--- src/rtl/core/first_fit_heap_allocator_assert.svh ---
// Assertion macros for the first-fit heap allocator.
// Needs clk and rst_n in scope where a macro is used.
`ifndef FIRST_FIT_HEAP_ALLOCATOR_ASSERT_SVH
`define FIRST_FIT_HEAP_ALLOCATOR_ASSERT_SVH

// same-cycle implication
`define FFHA_ASSERT_IMP(lbl, ante, cons, msg) \
  lbl: assert property (@(posedge clk) disable iff (!rst_n) (ante) |-> (cons)) \
    else $error(msg);

// next-cycle implication
`define FFHA_ASSERT_NXT(lbl, ante, cons, msg) \
  lbl: assert property (@(posedge clk) disable iff (!rst_n) (ante) |=> (cons)) \
    else $error(msg);

`endif

--- src/rtl/core/ffha_pkg.sv ---
// Shared types and codes for the first-fit heap allocator.
// No dependencies.
package ffha_pkg;

  localparam logic [1:0] OP_ALLOC  = 2'd0;
  localparam logic [1:0] OP_FREE   = 2'd1;
  localparam logic [1:0] OP_RESIZE = 2'd2;

  localparam logic [1:0] ST_OK       = 2'd0;
  localparam logic [1:0] ST_NO_FIT   = 2'd1;
  localparam logic [1:0] ST_BAD_ADDR = 2'd2;

  typedef struct packed {
    logic [1:0]  op;
    logic [20:0] req_size;
    logic [19:0] addr;
  } in_item_t;

  typedef struct packed {
    logic [19:0] result_addr;
    logic [1:0]  status;
    logic [20:0] copy_bytes;
    logic [47:0] bytes_allocated_total;
    logic [47:0] bytes_freed_total;
    logic [31:0] alloc_count;
    logic [31:0] free_count;
  } out_item_t;

  typedef enum logic [3:0] {
    CMD_NOP,
    CMD_INIT,
    CMD_LOAD,
    CMD_HEAD,
    CMD_HEAD_MOVE,
    CMD_AWALK,
    CMD_GRANT,
    CMD_SPLIT,
    CMD_FWALK,
    CMD_FREE,
    CMD_RD_CUR,
    CMD_RD_NX,
    CMD_MEVAL,
    CMD_MOVE_RD,
    CMD_MOVE_WR,
    CMD_SWEEP
  } dp_cmd_t;

  typedef struct packed {
    logic [1:0] op;
    logic       addr_zero;
    logic       req_zero;
    logic       fit;
    logic       split;
    logic       match;
    logic       keep;
    logic       move;
    logic       q_end;
    logic       pair;
    logic       nx_is_last;
    logic       sweep_end;
  } dp_stat_t;

endpackage

--- src/rtl/core/ffha_ctrl.sv ---
// Controller state machine of the first-fit heap allocator.
// Depends on ffha_pkg and first_fit_heap_allocator_assert.svh.
`include "first_fit_heap_allocator_assert.svh"
module ffha_ctrl (
  input  logic              clk,
  input  logic              rst_n,
  input  logic              start,
  output logic              busy,
  output logic              out_valid,
  output ffha_pkg::dp_cmd_t cmd,
  input  ffha_pkg::dp_stat_t stat
);
  import ffha_pkg::*;

  typedef enum logic [3:0] {
    S_INIT, S_IDLE, S_DISP, S_AWALK, S_GRANT, S_SPLIT, S_FWALK, S_MVHEAD,
    S_FREE, S_RDCUR, S_RDNX, S_MEVAL, S_MVRD, S_MVWR, S_SWEEP
  } state_t;

  state_t state_r, state_nxt;
  logic   valid_r, valid_nxt;

  always_comb begin
    state_nxt = state_r;
    valid_nxt = 1'b0;
    cmd       = CMD_NOP;
    case (state_r)
      S_INIT: begin
        cmd       = CMD_INIT;
        state_nxt = S_IDLE;
      end
      S_IDLE: begin
        if (start) begin
          cmd       = CMD_LOAD;
          state_nxt = S_DISP;
        end
      end
      S_DISP: begin
        if (stat.op == OP_ALLOC || (stat.op == OP_RESIZE && stat.addr_zero)) begin
          cmd       = CMD_HEAD;
          state_nxt = S_AWALK;
        end else if ((stat.op inside {OP_FREE, OP_RESIZE}) && !stat.addr_zero) begin
          cmd       = CMD_HEAD;
          state_nxt = S_FWALK;
        end else begin
          state_nxt = S_IDLE;
          valid_nxt = 1'b1;
        end
      end
      S_AWALK: begin
        cmd = CMD_AWALK;
        if (stat.fit) begin
          state_nxt = S_GRANT;
        end else if (stat.q_end) begin
          state_nxt = S_IDLE;
          valid_nxt = 1'b1;
        end
      end
      S_GRANT: begin
        cmd = CMD_GRANT;
        if (stat.split) begin
          state_nxt = S_SPLIT;
        end else if (stat.move) begin
          state_nxt = S_FREE;
        end else begin
          state_nxt = S_IDLE;
          valid_nxt = 1'b1;
        end
      end
      S_SPLIT: begin
        cmd = CMD_SPLIT;
        if (stat.move) begin
          state_nxt = S_FREE;
        end else begin
          state_nxt = S_IDLE;
          valid_nxt = 1'b1;
        end
      end
      S_FWALK: begin
        cmd = CMD_FWALK;
        if (stat.match) begin
          if (stat.op == OP_FREE || stat.req_zero) begin
            state_nxt = S_FREE;
          end else if (stat.keep) begin
            state_nxt = S_IDLE;
            valid_nxt = 1'b1;
          end else begin
            state_nxt = S_MVHEAD;
          end
        end else if (stat.q_end) begin
          state_nxt = S_IDLE;
          valid_nxt = 1'b1;
        end
      end
      S_MVHEAD: begin
        cmd       = CMD_HEAD_MOVE;
        state_nxt = S_AWALK;
      end
      S_FREE: begin
        cmd       = CMD_FREE;
        state_nxt = S_RDCUR;
      end
      S_RDCUR: begin
        cmd       = CMD_RD_CUR;
        state_nxt = S_RDNX;
      end
      S_RDNX: begin
        cmd = CMD_RD_NX;
        if (stat.q_end) begin
          state_nxt = S_IDLE;
          valid_nxt = 1'b1;
        end else begin
          state_nxt = S_MEVAL;
        end
      end
      S_MEVAL: begin
        cmd = CMD_MEVAL;
        if (stat.pair) begin
          state_nxt = stat.nx_is_last ? S_RDCUR : S_MVRD;
        end else if (stat.q_end) begin
          state_nxt = S_IDLE;
          valid_nxt = 1'b1;
        end
      end
      S_MVRD: begin
        cmd       = CMD_MOVE_RD;
        state_nxt = S_MVWR;
      end
      S_MVWR: begin
        cmd       = CMD_MOVE_WR;
        state_nxt = S_SWEEP;
      end
      S_SWEEP: begin
        cmd = CMD_SWEEP;
        if (stat.sweep_end) begin
          state_nxt = S_RDCUR;
        end
      end
      default: begin
        state_nxt = S_INIT;
      end
    endcase
  end

  always_ff @(posedge clk) begin
    if (!rst_n) begin
      state_r <= S_INIT;
      valid_r <= 1'b0;
    end else begin
      state_r <= state_nxt;
      valid_r <= valid_nxt;
    end
  end

  assign busy      = (state_r != S_IDLE);
  assign out_valid = valid_r;

  `FFHA_ASSERT_NXT(a_strobe_single, out_valid, !out_valid, "result strobe held for two cycles")
  `FFHA_ASSERT_NXT(a_accept_busy, start && !busy, busy, "accepted transaction did not raise busy")
  `FFHA_ASSERT_IMP(a_strobe_idle, out_valid, !busy, "result strobe while busy")

endmodule

--- config.mk ---
export PLATFORM = sky130hd
export DESIGN_NAME = ffha_ctrl
export DESIGN_NICKNAME = d
export VERILOG_FILES = /design/src/rtl/core/ffha_pkg.sv /design/src/rtl/core/ffha_ctrl.sv
export VERILOG_INCLUDE_DIRS = /design/src /design/src/rtl/core
export SDC_FILE = /design/constraint.sdc
export NUM_CORES = 1
export LEC_CHECK = 0
export BUFFER_PORTS_ARGS = -buffer_cell sky130_fd_sc_hd__buf_2
export CAP_MARGIN = 10
export CORE_MARGIN = 5
export CORE_UTILIZATION = 55
export CTS_CLUSTER_DIAMETER = 200
export CTS_CLUSTER_SIZE = 12
export DETAILED_ROUTE_END_ITERATION = 10
export PLACE_DENSITY = 0.83
export SYNTH_ARGS = -nofsm -noshare
export SYNTH_HDL_FRONTEND = slang
export SYNTH_SLANG_ARGS = --single-unit
--- constraint.sdc ---
create_clock -name clk -period 2.31 [get_ports clk]
set_input_delay 0.1155 -clock clk [delete_from_list [all_inputs] [get_ports clk]]
set_output_delay 0.1155 -clock clk [all_outputs]
set_load 0.05 [all_outputs]
==> out/metrics.sh, run 1 <==
DETAIL_ROUTE.DRC_VIOLATIONS=0
COMBINATIONAL_FAMILY_WITH_THE_MOST_AREA_AFTER_SYNTHESIS='compound AO/OA/AOI/OAI gates'
SYNTH-SEQ-CELLS=5
YS_TOP_CELLS_BY_COUNT='sky130_fd_sc_hd__a21oi_1 (11), sky130_fd_sc_hd__nand2_1 (11), sky130_fd_sc_hd__nor2_1 (10)'
SYNTH-MAIN-FF-CELL='sky130_fd_sc_hd__dfxtp_1'
SETUP_TNS_PS=0
SYNTH.AVG_CELL_AREA_UM2=7.08
SYNTH-SEQ-AREA-SHARE=0.124
POST_DRT_WL_PER_CELL_UM=14.3
FRACTION_OF_LAYOUT_CELLS_WITH_A_SIZE_SUFFIX_ABOVE_1=0.281
COMPOUND_GATE_FRACTION_OF_SYNTH_AREA=0.372
GR-USAGE-ALL-LAYERS=0.187
POWER.LEAKAGE_nW=0.418
MAX_TRANSITION_VIOLS_FINAL=0
MAX_CAP_VIOLATIONS=0
PORTBUFFERS=21
INTERNAL_POWER_CONTRIBUTION_uW=229
DESIGN.PORTCOUNT=22
NUMCTSBUFFERS=3
HPWLAFTERDP_UM=1730
DR_TOTAL_VIAS=919
DETAILEDPLACE.WORSTSLACK_PS=595
REGTOREGSTARTPOINT='state_r[3]'
DEEPEST_LEVEL_OF_THE_CTS_H_TREE=1
CRIT_PATH_START_KIND='register'
DRT_ITER0_DRC=23
CRITICAL-PATH-TOP-DELAY-FAMILY='flip-flops'
POST_SYNTH_INST_COUNT=114
WORST_VDD_RAIL_IR_DROP_mV=0.394
NUMBER_OF_FAILING_HOLD_ENDPOINTS_AT_THE_FINAL_STAGE=0
SHARE_OF_FLIP_FLOPS_WITH_AN_ASYNCHRONOUS_SET_OR_RESET=0
CTS.SINK_COUNT=5
TIMING.FMAX_GHz=0.530
CRITICAL_PATH_CLASS='register to primary output'
FP-ROW-COUNT=13
HOLD_PATH_DEPTH=2
SYNTHTOPCELLSBYAREA='sky130_fd_sc_hd__dfxtp_1 (12%), sky130_fd_sc_hd__a21oi_1 (6.8%), sky130_fd_sc_hd__o21ai_0 (5.6%), sky130_fd_sc_hd__nand2_1 (5.1%), sky130_fd_sc_hd__ha_1 (4.7%)'
GRT_PASS1_WL_UM=3590
DIE_X_UM=48.3
CTS-ROOT-BUF='sky130_fd_sc_hd__clkbuf_4'
CRITICAL_PATH.ENDPOINT_TYPE='primary output'
PATH_CELLS='o21ai_0 -> a21o_1 -> nand2_1 -> buf_2'
SYNTHXORXNORAREAFRAC=0
NETSWITCHINGFRACTION=0.427
DESIGN.DIE.AREA_UM2=2330
CRITICAL_PATH.MAX_FANOUT=25
VIAS_PER_CELL=6.13
RRSETUPSLACK_PS=570
SYNTH_ADDER_AREA_SHARE=0.0465
GP_ROUTABILITY_CONGESTION=0.905
TIMING.HOLD.WORST.START='rst_n'
POST-ROUTE-WORST-SETUP-SLACK_PS=423
START_UTIL=0.598
P_COMB_FRAC=0.497
ROUTED_WIRELENGTH_UM=2140
WORSTPATHREQUIRED_PS=2190
WORST_REL_SLEW_SLACK=0.488
CTS_MAX_PATH_BUFFERS=2
CORE_AREA_UM2=1350
NETLIST-CELL-TYPE-COUNT=47
HOLDPATHEND='state_r[2]'
AREA_DELTA_SYNTH_FINAL_PCT=14.6
NETLIST.AREA_LEADER.SHARE=0.124
CTSRESIZECOUNT=0
DRT_PASS_1_ITERS=5
ANTENNA_FOUND_INITIAL=0
CTS_HOLD_BUFFERS=0
CLK_SLEW_ON_WORST_S_H_PATHS_PS=40
CPPEAKSTAGEDELAY_PS=810
SYNTH.YOSYS.WARNINGS=0
TRITONCTS='done'
TIMING.CRITICAL_PATH.BUF_INV=1
FINAL_ANT_VIOL_NETS=0
FINAL.SETUP_SKEW_PS=2.65
SYNTH_NETS=133
HOLD_PATH_CLASS='primary input to register'
CLOCK_PERIOD_MINUS_WORST_SLACK_PS=1890
N_ANTENNA_CELL=0
SYNTH.LARGEST_AREA_CELL='sky130_fd_sc_hd__dfxtp_1'
SYNTHSIMPLEGATEAREAFRAC=0.330
WORST_EP_ARRIVAL_TIME_PS=1770
CRITICAL-PATH-SLOWEST-CELL='sky130_fd_sc_hd__dfxtp_1'
CLOCK_LATENCY_ON_THE_WORST_SKEW_PAIR_PS=240
WORSTMARGINPINSLEW_PS=767
CTS_SETUP_BUFFERS=0
WORSTSETUPPATHDEPTH=4
SYNTH-EDFF-COUNT=0
DESIGN.FINAL.NETS=155
PERIOD_SHARE=0.817
SETUP_VIOL=0
GRT-OVFL-TOTAL=0
SEQUENTIALPOWERSHARE=0.254
POST_SYNTH_MUX_AREA_SHARE=0.0264
STATUS='finished, final reports clean'
GRT_PASS1_VIAS=855
FILL_CELLS=120
SYN-CELL-AREA_UM2=807
LARGEST_NET_DEGREE_AT_THE_START_OF_GLOBAL_ROUTING=26
REG2REG_DEPTH=5
DIE_Y_UM=48.3
REG2REG_TO='state_r[0]'
POWER.NET_SWITCHING_uW=171
POWERDENSITY_nW_PER_UM2=432
RSZ0062_AT_GRT='false'
P_CLK_FRAC=0.249
## cell usage in the layout (no fill, tap or decap), types with 2 or more instances in the layout
| cell type | synthesis | final |
|---|---|---|
| sky130_fd_sc_hd__clkbuf_4 | 0 | 3 |
| sky130_fd_sc_hd__o21bai_1 | 2 | 2 |
| sky130_fd_sc_hd__ha_1 | 3 | 3 |
| sky130_fd_sc_hd__a21oi_1 | 11 | 11 |
| sky130_fd_sc_hd__nor3_1 | 5 | 5 |
| sky130_fd_sc_hd__nor2b_1 | 4 | 4 |
| sky130_fd_sc_hd__nand2_1 | 11 | 11 |
| sky130_fd_sc_hd__nand2b_1 | 4 | 4 |
| sky130_fd_sc_hd__and2b_1 | 3 | 3 |
| sky130_fd_sc_hd__a31oi_1 | 3 | 3 |
| sky130_fd_sc_hd__buf_4 | 2 | 4 |
| sky130_fd_sc_hd__nor2_1 | 10 | 10 |
| sky130_fd_sc_hd__buf_2 | 2 | 21 |
| sky130_fd_sc_hd__o21ai_0 | 9 | 9 |
| sky130_fd_sc_hd__o2111ai_1 | 2 | 2 |
| sky130_fd_sc_hd__dfxtp_1 | 5 | 5 |
| sky130_fd_sc_hd__a221oi_2 | 2 | 2 |
| sky130_fd_sc_hd__inv_1 | 4 | 4 |
## power by group through the flow
stage               registers, mW  clock network [mW]  logic [mW]
finish                      0.101              0.0994       0.199
global route                0.102               0.112       0.218
CTS                         0.101               0.105       0.198
detailed placement          0.103                   0       0.198
global placement            0.102                   0       0.194
floorplan                  0.0988                   0       0.151
## cell families (layout without fill, tap and decap cells)
kind of cell / count (synthesis) / count (layout)
simple gates: 49 / 49
compound gates: 42 / 42
buf+inv: 13 / 34
flops: 5 / 5
fa+ha+maj: 3 / 3
mux: 2 / 2
## registers in the layout, summed over array words and instances, names as in the netlist
signal / cells
out_valid: 1
state_r: 4
## worst reg2reg max path, cell delays in order (launching register included)
cell	delay (ps)
sky130_fd_sc_hd__dfxtp_1	810
sky130_fd_sc_hd__nand2b_2	330
sky130_fd_sc_hd__nor2_1	70
sky130_fd_sc_hd__nor2_1	80
sky130_fd_sc_hd__o311ai_1	120
sky130_fd_sc_hd__a221oi_2	260
## layout make-up
| class | instances | area [um2] | share of cell area |
|---|---|---|---|
| clock buffers | 4 | 26.3 | 0.0284 |
| multi-input cells | 96 | 626 | 0.677 |
| repair buffers | 25 | 135 | 0.146 |
| inverters | 5 | 18.8 | 0.0203 |
| flip-flops and latches | 5 | 100 | 0.108 |
| well taps | 15 | 18.8 | 0.0203 |
## per-layer routing
metal	vias to the layer above	wire length (um)	GRT usage
met5	-	0	0
met4	0	73	0.120
met3	8	109	0.0306
met2	39	1050	0.320
met1	409	907	0.210
li1	463	-	-
## worst max-delay path by stage
stage	endpoint	start	slack (ps)
floorplan	cmd[3]	state_r[0]	450
global placement	state_r[0]	state_r[3]	660
detailed placement	state_r[0]	state_r[3]	590
CTS	cmd[1]	state_r[3]	450
global route	cmd[1]	state_r[3]	330
finish	cmd[1]	state_r[3]	420
## metrics by stage
| stage | instance area, um2 | instances | power, mW | hold slack, ps | utilization |
|---|---|---|---|---|---|
| after floorplan | 807 | 114 | 0.250 | 232 | - |
| after global placement | 898 | 146 | 0.296 | 389 | 0.665 |
| after detailed placement | 898 | 146 | 0.300 | 394 | 0.665 |
| after CTS | 925 | 150 | 0.404 | 133 | 0.685 |
| after global routing | 925 | 150 | 0.432 | 140 | 0.685 |
| final | 925 | 150 | 0.400 | 140 | 0.685 |
(Power assumes the default switching activity.)
==> run 2: changes to the inputs <==
CORE_UTILIZATION = 51   (was 55)
PLACE_DENSITY = 0.78   (was 0.83)
clock period = 1.85 ns   (was 2.31 ns; I/O delays follow)
==> run 2 against run 1 <==
Net effect: clock-buffer cell count is the same; routed wire length rose by 12%; sequential cell count unchanged; critical path depth increased by 1; cell count rose by 2.0%; first-iteration DRC count rose by 39%; final area up 1.8%; register-to-register slack got worse by 270 ps; sequential power grew 37%; largest cell class unchanged.
==> out/metrics.sh, run 2 (synthesized netlist as in run 1, its figures left out) <==
MOST-COMMON-LAYOUT-CELLS='sky130_fd_sc_hd__buf_2 (21), sky130_fd_sc_hd__a21oi_1 (11), sky130_fd_sc_hd__nand2_1 (11)'
RRSETUPSLACK_PS=300
GRT-OVFL-TOTAL=0
TRITONCTS='done'
N_ANTENNA_CELL=0
TIMING.FMAX_GHz=0.578
NUMCTSBUFFERS=3
ROUTED_WIRELENGTH_UM=2400
CTS_MAX_PATH_BUFFERS=2
WORST_VDD_RAIL_IR_DROP_mV=0.354
POWERDENSITY_nW_PER_UM2=555
MET1_USAGE=0.228
AREA_DELTA_SYNTH_FINAL_PCT=16.6
MAX_CAP_VIOLATIONS=0
STATUS='finished, final reports clean'
CRITICAL-PATH-SLOWEST-CELL='sky130_fd_sc_hd__dfxtp_1'
DRT_ITER0_DRC=32
DIE_Y_UM=49.8
ANTENNA_FOUND_INITIAL=0
FINAL_COMMON_CELL='sky130_fd_sc_hd__buf_2'
SEQUENTIALPOWERSHARE=0.263
P_COMB_FRAC=0.458
CLK_SLEW_ON_WORST_S_H_PATHS_PS=60
CLOCK_LATENCY_ON_THE_WORST_SKEW_PAIR_PS=270
DESIGN.DIE.AREA_UM2=2480
FINAL.SETUP_SKEW_PS=13.6
DIE_X_UM=49.8
PORTBUFFERS=21
CTSRESIZECOUNT=0
FINAL_DESIGN_UTILIZATION=0.625
WORST_REL_SLEW_SLACK=0.659
OVERALL_POWER_AFTER_LAYOUT_uW=523
WORST_EP_ARRIVAL_TIME_PS=1640
GRT_PASS1_VIAS=888
DR_TOTAL_VIAS=957
REG2REG_TO='state_r[1]'
GR-MAX-USAGE-LAYER='met2'
POSTLAYOUTCELLAREA_UM2=941
DESIGN.PORTCOUNT=22
GR-USAGE-ALL-LAYERS=0.197
CTS-ROOT-BUF='sky130_fd_sc_hd__clkbuf_4'
CRITICAL_PATH.ENDPOINT_TYPE='primary output'
P_CLK_FRAC=0.279
CTS.SINK_COUNT=5
LARGEST_REGISTER_FFS=4
HPWLAFTERDP_UM=1820
CTS_HOLD_BUFFERS=0
CRITICAL_PATH.ENDPOINT='cmd[0]'
CRIT_PATH_START_KIND='register'
SETUP.WORST_PATH.START='state_r[2]'
CRITICAL_PATH.MAX_FANOUT=11
CTS_SETUP_BUFFERS=0
WORSTMARGINPINSLEW_PS=511
DRT_PASS_1_ITERS=4
USE_MET3=0.0422
MAX_TRANSITION_VIOLS_FINAL=0
DESIGN.FINAL.NETS=157
START_UTIL=0.536
SETUP_VIOL=0
SETUP_TNS_PS=0
PERIOD_SHARE=0.936
FINAL_ANT_VIOL_NETS=0
VIAS_PER_CELL=6.25
DETAIL_ROUTE.DRC_VIOLATIONS=0
HOLD_PATH_CLASS='primary input to register'
CRITICAL_PATH_CLASS='register to primary output'
CORE_AREA_UM2=1510
HOLD_WS_PS=94.6
DEEPEST_LEVEL_OF_THE_CTS_H_TREE=1
REGTOREGSTARTPOINT='state_r[2]'
GRT_USE_MET2=0.305
FP-ROW-COUNT=14
FRACTION_OF_LAYOUT_CELLS_WITH_A_SIZE_SUFFIX_ABOVE_1=0.292
POST_DRT_WL_PER_CELL_UM=15.7
CPPEAKSTAGEDELAY_PS=460
DPL-INSTANCE-AREA_UM2=915
RSZ0062_AT_GRT='false'
REG_WITH_MOST_FFS='state_r'
PATH_CELLS='buf_4 -> and2b_1 -> o21bai_1 -> a21oi_1 -> buf_2'
CLOCK_PERIOD_MINUS_WORST_SLACK_PS=1730
NUMBER_OF_FAILING_HOLD_ENDPOINTS_AT_THE_FINAL_STAGE=0
POWER.LEAKAGE_nW=0.430
INTERNAL_POWER_CONTRIBUTION_uW=285
FILL_CELLS=145
WORSTPATHREQUIRED_PS=1760
GP_ROUTABILITY_CONGESTION=0.911
REG2REG_DEPTH=5
LARGEST_NET_DEGREE_AT_THE_START_OF_GLOBAL_ROUTING=16
NETSWITCHINGFRACTION=0.454
GRT_PASS1_WL_UM=3800
POWER.NET_SWITCHING_uW=237
==> run 2: per-stage QoR <==
stage / worst slack [ps] / std cells
finish: 119 / 153
global route: 32.2 / 153
CTS: 150 / 153
detailed placement: 360 / 149
global placement: 351 / 149
floorplan: 10.8 / 114
==> run 2: critical path, delay by kind of cell (launching register included) <==
family | cells | cell delay (ps)
buf+inv | 2 | 450
compound gates | 2 | 230
simple gates | 1 | 230
flops | 1 | 460
==> run 2: worst min-delay path by stage <==
stage / start / endpoint / slack, ps / cells after the start
2_1_floorplan: rst_n / state_r[1] / 210 / 2
3_3_place_gp: rst_n / state_r[2] / 370 / 2
3_5_place_dp: rst_n / state_r[1] / 360 / 3
4_1_cts: rst_n / state_r[1] / 80 / 3
5_1_grt: rst_n / state_r[2] / 90 / 2
6_report: rst_n / state_r[2] / 90 / 2
==> run 2: area by class of cell <==
cell class / count / area, um2 / area share
Tap cell: 16 / 20.0 / 0.0213
Timing Repair Buffer: 27 / 150 / 0.160
Inverter: 5 / 18.8 / 0.0199
Multi-Input combinational cell: 96 / 626 / 0.665
Clock buffer: 4 / 26.3 / 0.0279
Sequential cell: 5 / 100 / 0.106
==> run 2: power groups by stage <==
stage               logic, mW  clock network [mW]  registers, mW
floorplan               0.189                   0          0.123
global placement        0.231                   0          0.138
detailed placement      0.236                   0          0.138
CTS                     0.238               0.146          0.136
global route            0.258               0.156          0.139
finish                  0.239               0.146          0.138
==> run 2: per-layer routing <==
layer	part of all wire	wire length, um
met5	0	0
met3	0.075	181
met4	0.053	127
met2	0.47	1130
met1	0.40	965
